$ cat config.mk
export PLATFORM = sky130hd
export DESIGN_NAME = bnms_cell
export DESIGN_NICKNAME = d
export VERILOG_FILES = /design/src/rtl/bnms_pkg.sv /design/src/rtl/bnms_cell.sv
export SDC_FILE = /design/constraint.sdc
export NUM_CORES = 1
export LEC_CHECK = 0
export BUFFER_PORTS_ARGS = -buffer_cell sky130_fd_sc_hd__buf_2
export CAP_MARGIN = 15
export CELL_PAD_IN_SITES_DETAIL_PLACEMENT = 2
export CELL_PAD_IN_SITES_GLOBAL_PLACEMENT = 2
export CORE_ASPECT_RATIO = 0.5
export CORE_UTILIZATION = 25
export CTS_CLUSTER_DIAMETER = 40
export CTS_CLUSTER_SIZE = 28
export DETAILED_ROUTE_END_ITERATION = 8
export HOLD_SLACK_MARGIN = 0.12
export PLACE_DENSITY_LB_ADDON = 0.1
export SLEW_MARGIN = 20
export SYNTH_ARGS = -nofsm -noshare
export SYNTH_HDL_FRONTEND = slang
export SYNTH_SLANG_ARGS = --single-unit
$ cat constraint.sdc
create_clock -name i_clk -period 6.3 [get_ports i_clk]
set_clock_uncertainty 0.05 [all_clocks]
set_input_delay 0.63 -clock i_clk [delete_from_list [all_inputs] [get_ports i_clk]]
set_output_delay 0.63 -clock i_clk [all_outputs]
set_load 0.02 [all_outputs]
$ cat src/rtl/bnms_pkg.sv
// ----------------------------------------------------------------------------
// bnms_pkg
// Shared types and constants for the box non-maximum suppression block.
// ----------------------------------------------------------------------------
package bnms_pkg;

    localparam int CoordBits = 16;
    localparam int ScoreW    = 16;
    localparam int IdxW      = 6;
    localparam int Csh       = (CoordBits > 16) ? CoordBits - 16 : 0;
    localparam int RedW      = CoordBits - Csh;
    localparam int DivSteps  = 16;
    // diff stage, product stage, union stage, divider steps, decision stage
    localparam int PipeDepth = 3 + DivSteps + 1;

    localparam logic [ScoreW-1:0] ScoreDead = ScoreW'(66);

    localparam int CfgIdxW = 2;
    localparam logic [CfgIdxW-1:0] CfgOverlapLimit = 2'd0;
    localparam logic [CfgIdxW-1:0] CfgScoreFloor   = 2'd1;
    localparam logic [CfgIdxW-1:0] CfgSoftMode     = 2'd2;

    localparam logic [15:0] OverlapLimitReset = 16'd29491;
    localparam logic [15:0] ScoreFloorReset   = 16'd39322;

    typedef struct packed {
        logic signed [CoordBits-1:0] left_edge;
        logic signed [CoordBits-1:0] top_edge;
        logic signed [CoordBits-1:0] right_edge;
        logic signed [CoordBits-1:0] bottom_edge;
        logic        [ScoreW-1:0]    confidence;
        logic                        final_box;
    } t_in;

    typedef struct packed {
        logic signed [CoordBits-1:0] kept_left;
        logic signed [CoordBits-1:0] kept_top;
        logic signed [CoordBits-1:0] kept_right;
        logic signed [CoordBits-1:0] kept_bottom;
        logic        [ScoreW-1:0]    kept_score;
        logic        [IdxW-1:0]      arrival_index;
        logic                        run_end;
        logic                        none_kept;
        logic                        overflowed;
    } t_out;

    typedef struct packed {
        logic [CoordBits-1:0] left;
        logic [CoordBits-1:0] top;
        logic [CoordBits-1:0] right;
        logic [CoordBits-1:0] bottom;
        logic [ScoreW-1:0]    score;
        logic [IdxW-1:0]      idx;
    } t_entry;

    typedef struct packed {
        logic load;
        logic rotate;
        logic clear;
    } t_cell_ctl;

    typedef struct packed {
        logic [15:0] overlap_limit;
        logic [15:0] score_floor;
        logic        soft_mode;
    } t_cfg;

endpackage

$ cat src/rtl/bnms_cell.sv
// ----------------------------------------------------------------------------
// bnms_cell
// One slot of the box ring: sorted insertion while loading, rotation while
// suppressing.
// ----------------------------------------------------------------------------
module bnms_cell (
    input  logic                i_clk,
    input  logic                i_rst_n,
    input  bnms_pkg::t_cell_ctl i_ctl,
    input  bnms_pkg::t_entry    i_new,
    input  logic                i_prev_keep,
    input  logic                i_left_vld,
    input  bnms_pkg::t_entry    i_left,
    input  logic                i_right_vld,
    input  bnms_pkg::t_entry    i_right,
    output logic                o_vld,
    output bnms_pkg::t_entry    o_ent,
    output logic                o_keep
);

    logic             r_vld;
    bnms_pkg::t_entry r_ent;

    // a slot keeps its box when that box ranks at or ahead of the new one
    assign o_keep = r_vld && (r_ent.score >= i_new.score);
    assign o_vld  = r_vld;
    assign o_ent  = r_ent;

    always_ff @(posedge i_clk) begin
        if (!i_rst_n) begin
            r_vld <= 1'b0;
        end else if (i_ctl.clear) begin
            r_vld <= 1'b0;
        end else if (i_ctl.load && !o_keep) begin
            r_vld <= i_prev_keep ? 1'b1 : i_left_vld;
        end else if (i_ctl.rotate) begin
            r_vld <= i_right_vld;
        end
    end

    always_ff @(posedge i_clk) begin
        if (i_ctl.load && !o_keep) begin
            r_ent <= i_prev_keep ? i_new : i_left;
        end else if (i_ctl.rotate) begin
            r_ent <= i_right;
        end
    end

endmodule

Word-level counts from Yosys, hierarchy flattened
Cells that the tools add are included.
- bits in registers: 87
- bits of input ports: 266
- output and inout port bits: 88
- word-level logic and storage cells: 20
- $lt $le $gt $ge: 1
- multiplexer cells: 6
- bitwise operators: 1
- reductions and logical operators: 5
- operators by type and width (kind ; count):
    2-to-1 mux 86 bit ; 3
    >= comparator 16 bit ; 1
    2-to-1 mux 1 bit ; 3
    logical AND 1 bit ; 2
    nonzero test 2 bit ; 1
    OR reduction 2 bit ; 1
    logical NOT 1 bit ; 1
    inverter 1 bit ; 1

Logic depth before layout (Yosys ltp)
- depth after elaboration: 5
- depth in mapped cells: 9
- gate-level depth less buffers: 7

Least setup slack after synthesis
No wires, ideal clock.
- path type: input to register
- start point: input port i_new[13] (netlist name)
- end point: register r_ent, in the netlist o_ent[0] (enable)
- setup time: 450 ps
- arrival time: 4113 ps
- data required time: 5800 ps
- path slack: 1687 ps
- cell stages on the path: 9
- path buffers: 2
- cell sequence: inv_1 > ha_1 > and3_1 > a221oi_1 > nor2_1 > o31ai_4 > buf_6 > buf_6 > or2_1
- word-level cells in the longest chain between the ends: 5
- ends and longest elaborated chain (element ; line ; source):
    start, declared ; bnms_cell.sv:10 ; input bnms_pkg::t_entry i_new,
    >= comparator 16 bit ; bnms_cell.sv:25 ; assign o_keep = r_vld && (r_ent.score >= i_new.score);
    logical AND 1 bit ; bnms_cell.sv:25 ;
    logical NOT 1 bit ; bnms_cell.sv:42 ; if (i_ctl.load && !o_keep) begin
    logical AND 1 bit ; bnms_cell.sv:42 ;
    nonzero test 2 bit (no source line) ; - ;
    end signal, assigned ; bnms_cell.sv:43 ; r_ent <= i_prev_keep ? i_new : i_left;
    end signal, assigned ; bnms_cell.sv:45 ; r_ent <= i_right;
    end, declared ; bnms_cell.sv:22 ; bnms_pkg::t_entry r_ent;
No other way between the ends.
A chain may end at the register's enable or synchronous reset.

Worst setup path after layout
- start point: input port i_new[13] (netlist name)
- end point: register r_ent, in the netlist o_ent[42] (enable)
Same word-level chain as after synthesis.

==> flow_metrics.py <==
metrics = {
    "outcome": {
        "status": "finished, violations left",
        "violations": "DRC",
    },
    "synth": {
        "synth_flop_cell": "edfxtp_1",
        "synth.distinct_cells": 36,
        "synth_area_leaders": "edfxtp_1 (49%), mux2_2 (28%), mux2_4 (8.3%), ha_1 (3.8%), a21oi_1 (1.8%)",
        "netlist.top_cell.by_area": "edfxtp_1",
        "syn_avg_cell_area_sq_um": 14.4,
        "syn_inst": 364,
        "async_flop_share_pct": 0,
        "synth_common_cells": "mux2_2 (128), edfxtp_1 (86), mux2_4 (29), a21oi_1 (19), inv_1 (19)",
        "ys_seq_area_share_pct": 49.7,
        "yosys_warnings": 0,
        "syn-cell-area_sq_mm": 0.00524,
        "yosysTopAreaCellShare_pct": 49.3,
        "syn_nets": 646,
        "ys_ff_latch": 87,
        "synth_edf_count": 86,
        "yosysMostFrequentCell": "mux2_2",
    },
    "floorplanning": {
        "dieArea_sq_mm": 0.0216,
        "initial_utilization_pct": 25.5,
        "num_io_pins": 354,
        "die_h_microns": 104,
        "core_area_sq_mm": 0.0206,
        "die_w_microns": 207,
        "num_rows": 37,
    },
    "route": {
        "firstDrtPassIters": 6,
        "drt_iter0_markers": 93,
        "wl_microns": 17800,
        "drc": 10,
        "via_per_inst": 4.32,
        "num_vias": 4281,
        "ant_nets": 0,
        "avgRoutedWirePerCell_microns": 17.9,
    },
    "critical_path": {
        "reg2reg_slack_ns": 2.30,
        "startpoint_type": "input pin",
        "path_max_fanout": 69,
        "rr_startpoint": "o_ent[13]",
        "worstSetupPathType": "in2reg",
        "critPathArrivalTime_ns": 4.00,
        "critPathCaptureType": "register",
        "worstRegToRegCells": 7,
        "reg2reg_to": "o_ent[42]",
        "cp.required_ns": 6.27,
    },
    "finish": {
        "drive_gt1_share_pct": 74.4,
        "layout.nets": 993,
        "fillCellCount": 2302,
        "syn2layout_area_growth_pct": 44.5,
        "fin_area_sq_mm": 0.00757,
        "regArea_sq_mm": 0.00260,
        "fin_util_pct": 36.8,
        "multi_input_area_sq_mm": 0.00246,
    },
    "clock_network": {
        "htreeDepth": 3,
        "ctsLongestPathBuffers": 2,
        "cts_hold_buf": 0,
        "post_cts_buffers": 0,
        "clock_sinks": 87,
        "clk_latency_ns": 0.34,
        "tritoncts": "built",
        "cts_made_buffers": 9,
        "clk_pin_slew_worst_paths_ns": 0.06,
        "clock_tree.root_cell": "clkbuf_16",
        "cts_resized": 0,
    },
    "timing": {
        "layout_setup_ws_ns": 2.27,
        "setup_tns_ns": 0,
        "period_minus_slack_ns": 4.03,
        "rsz0062_at_grt": "false",
        "maxSlewHeadroom_pct": 31.4,
        "worstMarginPinSlew_ns": 1.03,
        "final-hold-violation-count": 0,
        "finalMaxSlewViolations": 0,
        "setup_viol": 0,
        "timing.fmax_ghz": 0.248,
        "fin_crit_sh_pct": 64.0,
    },
    "placed_design": {
        "dp.final_hpwl_microns": 14100,
        "port_buffers": 353,
        "routabilityCongestion": 0.734,
        "post_dp_cell_area_sq_mm": 0.00727,
        "dp_slack_ns": 1.78,
    },
    "worst_hold_path": {
        "hold_depth": 2,
        "hold_path_end": "o_vld",
        "hold_path.class": "in2reg",
        "hp-start": "i_left_vld",
    },
    "flow_run": {
        "maxCapViolCount": 0,
    },
    "power_and_ir_drop": {
        "switching_share_pct": 30.3,
        "fin_total_pwr_w": 0.00192,
        "power_density_mw_per_mm2": 253,
        "comb_power_share_pct": 30.8,
        "switchingPower_w": 0.000581,
        "peakVddDrop_uv": 112,
        "clockPowerShare_pct": 28.5,
        "leakage_nw": 3.55,
        "p_int_w": 0.00133,
        "p_seq_share_pct": 40.7,
    },
    "global_route": {
        "gr-total-overflow": 0,
        "antenna_found_initial": 3,
        "grt_pass1_vias": 4880,
        "gr-usage-all-layers_pct": 16.6,
        "grt_first_pass_wirelength_microns": 26900,
        "grt_start_max_net_pins": 72,
    },
}
## worst max path at each step
stage	from	end	slack (ns)	cells after the start
floorplan	i_new[13]	o_ent[0]	1.69	9
global placement	i_new[13]	o_ent[40]	1.84	9
detailed placement	i_new[11]	o_ent[38]	1.78	9
CTS	i_new[11]	o_ent[42]	2.14	9
global route	o_ent[11]	o_ent[42]	1.96	7
finish	i_new[13]	o_ent[42]	2.27	9
## flip-flops by register name, indices dropped and copies added, names as in the netlist
signal and count:
o_ent 86, o_vld 1
## area by class of cell
| type | instances | area share (%) |
|---|---|---|
| flip-flops and latches | 87 | 34.4 |
| clock inverters | 7 | 0.942 |
| inverters | 19 | 0.942 |
| clock buffers | 9 | 2.97 |
| diodes | 3 | 0.0991 |
| multi-input cells | 238 | 32.5 |
| repair buffers | 356 | 23.7 |
| well taps | 273 | 4.51 |
## power by group through the flow
| stage | registers (W) | logic, W | clock network [W] |
|---|---|---|---|
| detailed placement | 0.000795 | 0.000603 | 0 |
| global route | 0.000791 | 0.000638 | 0.000588 |
| finish | 0.000780 | 0.000590 | 0.000545 |
| floorplan | 0.000916 | 0.000249 | 0 |
| CTS | 0.000783 | 0.000604 | 0.000572 |
| global placement | 0.000791 | 0.000594 | 0 |
## per-stage QoR
stage	hold slack, ns	instances
final	0.533	992
after global routing	0.518	992
after CTS	0.516	989
after detailed placement	0.573	973
after global placement	0.563	973
after floorplan	0.626	364
## cells in the final DEF (no fill, tap or decap), types with 2 or more instances in the layout
cell type | netlist | layout
inv_6 | 0 | 2
ha_1 | 16 | 16
mux2_4 | 29 | 29
buf_4 | 0 | 3
mux2_2 | 128 | 128
diode_2 | 0 | 3
nand2_1 | 6 | 6
clkbuf_16 | 0 | 9
clkinvlp_4 | 0 | 2
nand2b_1 | 2 | 2
nor2_1 | 16 | 16
buf_2 | 5 | 352
edfxtp_1 | 86 | 86
a21oi_1 | 19 | 19
inv_1 | 19 | 19
## critical path, stage by stage
cell and delay, ns:
buf_2 0.08, inv_1 0.04, ha_1 0.30, and3_1 0.19, a221oi_1 0.33, nor2_1 0.16, o31ai_4 0.85, or2_4 0.93
buf_4 0.42
## kinds of logic after synthesis
| logic type | count (synthesis) | share of synthesized area (%) |
|---|---|---|
| muxes | 157 | 35.8 |
| DFF | 87 | 49.7 |
| buffers and inverters | 39 | 3.49 |
| and+or+nand+nor | 34 | 3.34 |
| AOI/OAI and AO/OA | 31 | 3.89 |
| adders and majority gates | 16 | 3.82 |
## layer usage
| metal | GRT usage, % | share of wire (%) | up-vias |
|---|---|---|---|
| met3 | 4.61 | 5.8 | 13 |
| met5 | 0 | 0 | - |
| li1 | - | - | 2077 |
| met1 | 18.0 | 38 | 2072 |
| met2 | 31.3 | 55 | 119 |
| met4 | 4.48 | 1.3 | 0 |
No activity file was read; power rests on OpenSTA's default activity.
